<file path="src/rtl/core/dsp_pkg.sv">
package dsp_pkg;

    localparam int MAX_NODES   = 255;
    localparam int NODE_BITS   = 8;
    localparam int WEIGHT_BITS = 16;
    localparam int DIST_BITS   = 24;
    localparam int NODE_LIMIT  = (MAX_NODES < 255) ? MAX_NODES : 255;
    localparam int WADDR_BITS  = 2 * NODE_BITS;

    localparam logic CMD_WRITE = 1'b0;
    localparam logic CMD_QUERY = 1'b1;

    // controller -> datapath
    typedef struct packed {
        logic clr_wr;     // clear one weight entry, advance clear address
        logic take;       // item accepted this cycle
        logic idx_rst;    // node index back to 1
        logic pick_clr;   // new scan round
        logic init_wr;    // write initial node entry
        logic scan_rd;    // read node entry for min search
        logic relax_rd;   // read node entry and weight for relaxation
        logic res_load;   // load result register
        logic res_found;
    } t_dp_cmd;

    // datapath -> controller
    typedef struct packed {
        logic clr_last;
        logic idx_last;
        logic item_query;
        logic src_ok;
        logic pick_vld;
        logic pick_hit;
        logic out_free;
    } t_dp_stat;

    typedef struct packed {
        logic                 visited;
        logic                 reached;
        logic [DIST_BITS-1:0] cost;
    } t_node_ent;

endpackage

</file>
<file path="src/rtl/core/dsp_ctrl.sv">
module dsp_ctrl import dsp_pkg::*; (
    input  logic     i_clk,
    input  logic     i_rst_n,
    input  logic     i_in_valid,
    input  t_dp_stat i_stat,
    output t_dp_cmd  o_cmd,
    output logic     o_in_stall
);

    typedef enum logic [3:0] {
        ST_CLEAR,
        ST_IDLE,
        ST_INIT,
        ST_SCAN,
        ST_SCAN_DRAIN,
        ST_DECIDE,
        ST_RELAX,
        ST_RELAX_DRAIN,
        ST_RESULT
    } t_state;

    t_state r_state, n_state;
    logic   r_hit, n_hit;

    always_comb begin
        o_cmd   = '0;
        n_state = r_state;
        n_hit   = r_hit;
        case (r_state)
            ST_CLEAR: begin
                o_cmd.clr_wr = 1'b1;
                if (i_stat.clr_last) begin
                    n_state = ST_IDLE;
                end
            end
            ST_IDLE: begin
                if (i_in_valid) begin
                    o_cmd.take = 1'b1;
                    if (i_stat.item_query) begin
                        if (i_stat.src_ok) begin
                            o_cmd.idx_rst = 1'b1;
                            n_state       = ST_INIT;
                        end else begin
                            n_hit   = 1'b0;
                            n_state = ST_RESULT;
                        end
                    end
                end
            end
            ST_INIT: begin
                o_cmd.init_wr = 1'b1;
                if (i_stat.idx_last) begin
                    o_cmd.idx_rst  = 1'b1;
                    o_cmd.pick_clr = 1'b1;
                    n_state        = ST_SCAN;
                end
            end
            ST_SCAN: begin
                o_cmd.scan_rd = 1'b1;
                if (i_stat.idx_last) begin
                    n_state = ST_SCAN_DRAIN;
                end
            end
            ST_SCAN_DRAIN: begin
                n_state = ST_DECIDE;
            end
            ST_DECIDE: begin
                if (!i_stat.pick_vld) begin
                    n_hit   = 1'b0;
                    n_state = ST_RESULT;
                end else if (i_stat.pick_hit) begin
                    n_hit   = 1'b1;
                    n_state = ST_RESULT;
                end else begin
                    o_cmd.idx_rst = 1'b1;
                    n_state       = ST_RELAX;
                end
            end
            ST_RELAX: begin
                o_cmd.relax_rd = 1'b1;
                if (i_stat.idx_last) begin
                    n_state = ST_RELAX_DRAIN;
                end
            end
            ST_RELAX_DRAIN: begin
                // last relaxation write lands at the end of this cycle
                o_cmd.idx_rst  = 1'b1;
                o_cmd.pick_clr = 1'b1;
                n_state        = ST_SCAN;
            end
            ST_RESULT: begin
                if (i_stat.out_free) begin
                    o_cmd.res_load  = 1'b1;
                    o_cmd.res_found = r_hit;
                    n_state         = ST_IDLE;
                end
            end
            default: begin
                n_state = ST_IDLE;
            end
        endcase
    end

    always_ff @(posedge i_clk) begin
        if (!i_rst_n) begin
            r_state <= ST_CLEAR;
            r_hit   <= 1'b0;
        end else begin
            r_state <= n_state;
            r_hit   <= n_hit;
        end
    end

    assign o_in_stall = (r_state != ST_IDLE);

endmodule

</file>
<file path="config.mk">
export PLATFORM = sky130hd
export DESIGN_NAME = dsp_ctrl
export DESIGN_NICKNAME = d
export VERILOG_FILES = /design/src/rtl/core/dsp_pkg.sv /design/src/rtl/core/dsp_ctrl.sv
export SDC_FILE = /design/constraint.sdc
export NUM_CORES = 1
export LEC_CHECK = 0
export ABC_AREA = 1
export BUFFER_PORTS_ARGS = -buffer_cell sky130_fd_sc_hd__buf_2
export CORE_AREA = 2 2 39 41
export CTS_CLUSTER_SIZE = 16
export DETAILED_ROUTE_END_ITERATION = 10
export DIE_AREA = 0 0 41 43
export SETUP_SLACK_MARGIN = 0.02
export SLEW_MARGIN = 20
export SYNTH_ARGS = -nofsm -noshare
export SYNTH_HDL_FRONTEND = slang
export SYNTH_SLANG_ARGS = --single-unit
</file>
<file path="constraint.sdc">
create_clock -name i_clk -period 1.3 [get_ports i_clk]
set_input_delay 0.26 -clock i_clk [delete_from_list [all_inputs] [get_ports i_clk]]
set_output_delay 0.26 -clock i_clk [all_outputs]
set_load 0.01 [all_outputs]
</file>
==> flow_summary.yaml, run 1 <==
timing:
  rsz0062_at_grt: "true"
  setup_tns_ns: -1.06
  min_period_over_period: 1.18
  relSlewSlack: 0.862
  finalHoldViolations: 0
  setup_viol: 9
  fmax_ghz: 0.653
  worst-slew-pin-transition_ns: 0.206
  maxSlewViolCount: 0
  setup_ws_ns: -0.232
  period_minus_slack_ns: 1.53
  finClkSkew_ns: 0.00331
synth:
  yosys-top-cells-area: "dfxtp_1 22%, nand2_1 22%, nor2_1 18%, inv_1 13%, nand3_1 7.8%"
  synth_most_common_cell: "nand2_1"
  synth_area_um2: 447
  ys_top_cells_by_count: "26 x nand2_1, 22 x nor2_1, 16 x inv_1"
  postSynthCellCount: 88
  yosys.area.top_type_share: 0.224
  syn_nets: 98
  synth_edf_count: 0
  synth-main-ff-cell: "dfxtp_1"
  synth.distinct_cells: 13
  synth.avg_cell_area_um2: 5.08
  async_flop_share: 0
  yosysTopAreaCell: "dfxtp_1"
  synth-seq-cells: 5
  seq_area_frac_synth: 0.224
  ys_warn_count: 0
setup_path:
  cp-start-kind: "flip-flop"
  arrival_ns: 1.27
  criticalPathCategory: "flip-flop to output pin"
  required_ns: 1.04
  cp-end-kind: "output pin"
  path_max_fanout: 4
global_routing:
  grt_overflow_total: 0
  antenna_found_initial: 0
  grt_pass1_wl_mm: 2.27
  grt_pass1_vias: 575
  grt_max_degree: 6
  grtUsageTotal: 0.189
drt:
  drtPass1Iterations: 3
  routed_via_density: 4.59
  dr.first_iter.drc_count: 10
  drc: 0
  ant_nets: 0
  avgRoutedWirePerCell_um: 10.5
  vias: 661
  wl_mm: 1.51
power_and_ir_drop:
  p_leak_nw: 0.493
  switching_share: 0.476
  clkPwrFrac: 0.075
  vdd_ir_drop_max_v: 0.00119
  total_power_mw: 2.35
  seq_power_share: 0.169
  p_int_mw: 1.23
  p_per_area_nw_per_um2: 2690
  p_sw_mw: 1.12
  pwr-share-comb: 0.756
cells_and_area:
  fillers: 129
  seq_area_um2: 115
  layout-drive-gt1-share: 0.547
  multi_input_area_um2: 389
  syn_to_final_growth_pct: 95.0
  antenna_cells: 0
  fin_nets: 139
  final_cells: 144
floorplan:
  die_y_um: 43
  num_io_pins: 20
  rows: 14
  core_area_um2: 1380
  start_util: 0.323
  die_w_um: 41
  dieArea_um2: 1760
clock_network:
  cts_sinks: 5
  cts_hold_buf: 0
  root_buffer: "clkbuf_4"
  cts_buffer_depth: 2
  cts_made_buffers: 3
  cts_tree: "yes"
  path_clk_slew_ns: 0.04
  clock_latency_ns: 0.24
  cts_max_level: 1
flow_run:
  maxCapViolations: 0
run_status:
  status: "finished, violations left"
  failed_checks: "negative setup slack"
place:
  dpl.hpwl_mm: 1.05
  post-place-cells: 133
  place.gp.congestion: 0.866
  port-buffer-count: 19
hold_path:
  hold_class: "input port to flip-flop"
## power groups by stage
stage | Combinational [mW] | Sequential (mW) | Clock (mW)
3_3_place_gp | 1.19 | 0.309 | 0
5_1_grt | 1.95 | 0.405 | 0.206
3_5_place_dp | 1.19 | 0.310 | 0
4_1_cts | 1.39 | 0.359 | 0.182
2_1_floorplan | 0.676 | 0.322 | 0
6_report | 1.77 | 0.396 | 0.177
## logic make-up (layout without fill, tap and decap cells)
kind of cell | Yosys count | in the layout | share of synthesized area
AO/OA/AOI/OAI | 7 | 7 | 0.0952
flip-flops | 5 | 5 | 0.224
buffers and inverters | 17 | 57 | 0.143
AND/OR/NAND/NOR | 59 | 59 | 0.538
## worst max-delay path: stages, from the launching register on
cell	delay, ns
dfxtp_4	0.35
nor2_4	0.18
nand3_2	0.11
o211ai_1	0.22
buf_2	0.17
## final timing paths
check | to | slack (ns) | cells past startpoint | start
worst max-delay path | o_cmd[6] | -0.23 | 4 | r_state[3]
worst min-delay path | r_state[0] | 0.27 | 3 | i_rst_n
worst min register to register | r_hit | 0.49 | 2 | r_hit
worst max register to register | r_state[3] | -0.01 | 7 | r_state[3]
## final cells by class
type                       count  area share
clock buffer                   4      0.0302
tap                           16      0.0230
sequential                     5       0.132
inverter                      17      0.0761
multi-input combinational     66       0.447
timing repair buffer          36       0.292
## layout by cell type (no fill, tap or decap)
cell type  Yosys  final
nand2_1       26     20
buf_2          0     17
nor2_1        22     15
buf_4          0     12
inv_1         16     11
nor2_4         0      7
buf_6          0      7
inv_2          1      5
nand3_1        7      5
dfxtp_4        0      4
nand2_2        0      3
nand2_4        0      3
nor2_2         3      3
clkbuf_4       0      3
a21oi_2        0      2
nand3_2        0      2
inv_4          0      1
o211ai_1       1      1
nor4_2         0      1
a211oi_1       1      1
o21ai_0        1      1
a21oi_1        3      1
o21a_1         1      1
clkbuf_1       0      1
dfxtp_1        5      1
## flip-flops by register name, indices dropped and copies added (netlist names)
name	cells
r_hit	1
r_state	4
## per-stage QoR
stage | utilization | hold slack (ns) | area [um^2] | worst slack, ns
global route | 0.629 | 0.263 | 871 | -0.306
finish | 0.629 | 0.271 | 871 | -0.232
CTS | 0.548 | 0.273 | 758 | -0.141
detailed placement | 0.460 | 0.486 | 637 | -0.00119
floorplan | - | 0.378 | 447 | 0.0522
global placement | 0.460 | 0.486 | 637 | 0.0132
## layer usage
| metal | GRT usage | wire, um | up-vias |
|---|---|---|---|
| met5 | 0 | 0 | - |
| met4 | 0.0600 | 19 | 0 |
| met3 | 0.0471 | 49 | 2 |
| met2 | 0.291 | 783 | 15 |
| met1 | 0.250 | 660 | 292 |
| li1 | - | - | 352 |
## repair_timing
action	in CTS	in global routing
setup endpoints to repair	12	15
setup buffers	5	3
endpoints found under the hold margin	0	0
pin swaps	7	14
resized for setup	23	26
Power figures use the tool's default switching activity.
==> inputs of run 2 (changes only) <==
--- a/config.mk
+++ b/config.mk
@@ -11,7 +11,7 @@
 export CTS_CLUSTER_SIZE = 16
 export DETAILED_ROUTE_END_ITERATION = 10
 export DIE_AREA = 0 0 41 43
-export SETUP_SLACK_MARGIN = 0.02
+export PLACE_DENSITY = 0.62
 export SLEW_MARGIN = 20
 export SYNTH_ARGS = -nofsm -noshare
 export SYNTH_HDL_FRONTEND = slang
==> run 2 against run 1 <==
Against the previous run:
- the run still ends with negative setup slack left
- via count is 0.61% lower
- combinational power hardly changed
- critical endpoint unchanged
- sequential power is 1% lower
- highest routed layer unchanged
- sequential cell count stayed put
- worst setup slack better by 0.060 ns
- core utilization is 1.7 points lower
- total power is 0.94% lower
- design area is 2.7% lower
- clock power hardly changed
- largest cell class unchanged
==> flow_summary.yaml, run 2 (synthesis gave the netlist of run 1 again) <==
global_routing:
  grt_max_degree: 7
  grt_overflow_total: 0
  grtUsageTotal: 0.176
  grt_pass1_vias: 576
  grt_pass1_wl_mm: 2.11
  antenna_found_initial: 0
setup_path:
  cp-start-kind: "flip-flop"
  ff2ff_setup_slack_ns: 0.01
  rr_worst_depth: 8
  criticalPathCategory: "flip-flop to output pin"
  arrival_ns: 1.21
  cp-end-kind: "output pin"
  path_max_fanout: 6
  required_ns: 1.04
drt:
  avgRoutedWirePerCell_um: 9.72
  ant_nets: 0
  vias: 657
  routed_via_density: 4.66
  dr.first_iter.drc_count: 8
  drc: 0
  drtPass1Iterations: 4
  wl_mm: 1.37
cells_and_area:
  regMostFlops: "r_state"
  antenna_cells: 0
  final_common_cell: "nand2_1"
  largest_register_ffs: 4
  mostFrequentLayoutCells: "20 x nand2_1, 17 x buf_2, 14 x nor2_1, 12 x inv_1"
  syn_to_final_growth_pct: 89.6
  fin_nets: 136
  largest_registers: "r_state (4), r_hit (1)"
  final_cells: 141
  layout-drive-gt1-share: 0.536
clock_network:
  cts_sinks: 5
  cts_max_level: 1
  cts_buffer_depth: 2
  cts_hold_buf: 0
  root_buffer: "clkbuf_4"
  cts_tree: "yes"
  path_clk_slew_ns: 0.04
  cts_made_buffers: 3
  clock_latency_ns: 0.24
place:
  port-buffer-count: 19
  dpl.hpwl_um: 950
  dpl_worst_slack_ns: -0.0543
  place.gp.congestion: 0.763
  post-place-cells: 130
power_and_ir_drop:
  p_per_area_nw_per_um2: 2740
  vdd_ir_drop_max_v: 0.00124
  p_leak_nw: 0.478
floorplan:
  die_y_um: 43
  die_w_um: 41
  start_util: 0.323
  rows: 14
  num_io_pins: 20
  core_area_um2: 1380
  dieArea_um2: 1760
flow_run:
  maxCapViolations: 0
timing:
  setup_ws_ns: -0.172
  finClkSkew_ns: 0.000769
  worst-slew-pin-transition_ns: 0.202
  relSlewSlack: 0.865
  fmax_ghz: 0.679
  min_period_over_period: 1.13
  whs_ns: 0.282
  maxSlewViolCount: 0
  period_minus_slack_ns: 1.47
  setup_viol: 10
  finalHoldViolations: 0
  rsz0062_at_grt: "true"
hold_path:
  hold_path_depth: 3
  hold_class: "input port to flip-flop"
run_status:
  status: "finished, violations left"
  failed_checks: "negative setup slack"
## run 2: report_power, final
group	leakage (nW)	total [mW]	switching [mW]	internal, mW
combinational	0.419	1.76	0.906	0.854
sequential	0.0438	0.391	0.124	0.268
clock	0.0150	0.174	0.0580	0.116
total	0.478	2.32	1.09	1.24
## run 2: path summary, 6_finish.rpt
path / startpoint / endpoint
setup reg to reg: r_state[3] / r_state[0]
hold reg to reg: r_hit / r_hit
hold / removal: i_rst_n / r_state[0]
setup / recovery: r_state[3] / o_cmd[6]
## run 2: routing by layer
metal / wire [um] / GRT usage / up-vias / share of wire
met5: 0 / 0 / - / 0
met4: 23 / 0.120 / 0 / 0.017
met3: 59 / 0.0366 / 4 / 0.043
met2: 731 / 0.288 / 18 / 0.53
met1: 555 / 0.187 / 292 / 0.41
li1: - / - / 343 / -
## run 2: through the flow
step | setup TNS, ns | area, um^2 | power, mW | utilization
finish | -1.01 | 847 | 2.32 | 0.612
global placement | -0.0516 | 614 | 1.42 | 0.444
CTS | -0.950 | 743 | 1.98 | 0.537
detailed placement | -0.0736 | 614 | 1.43 | 0.444
floorplan | 0 | 447 | 0.998 | -
global route | -1.66 | 847 | 2.53 | 0.612
## run 2: timing repair
action                                 in CTS  in global routing
cloned                                      0                  0
pin swaps                                   4                  9
endpoints found under the hold margin       0                  0
gates resized for setup                    22                 25
setup endpoints to repair                  12                 14
buffers inserted                            4                  3
## run 2: critical path, stage by stage (launching register included)
cell      delay [ns]
dfxtp_4         0.36
nor2_4          0.20
nand2_2         0.08
inv_2           0.06
a21oi_2         0.05
o211ai_1        0.07
buf_2           0.15
## run 2: layout make-up
cell class / count / area [um^2]
fillers: 137 / 537
multi-input cells: 66 / 387
flip-flops and latches: 5 / 115
well taps: 16 / 20.0
repair buffers: 33 / 235
inverters: 17 / 63.8
clock buffers: 4 / 26.3
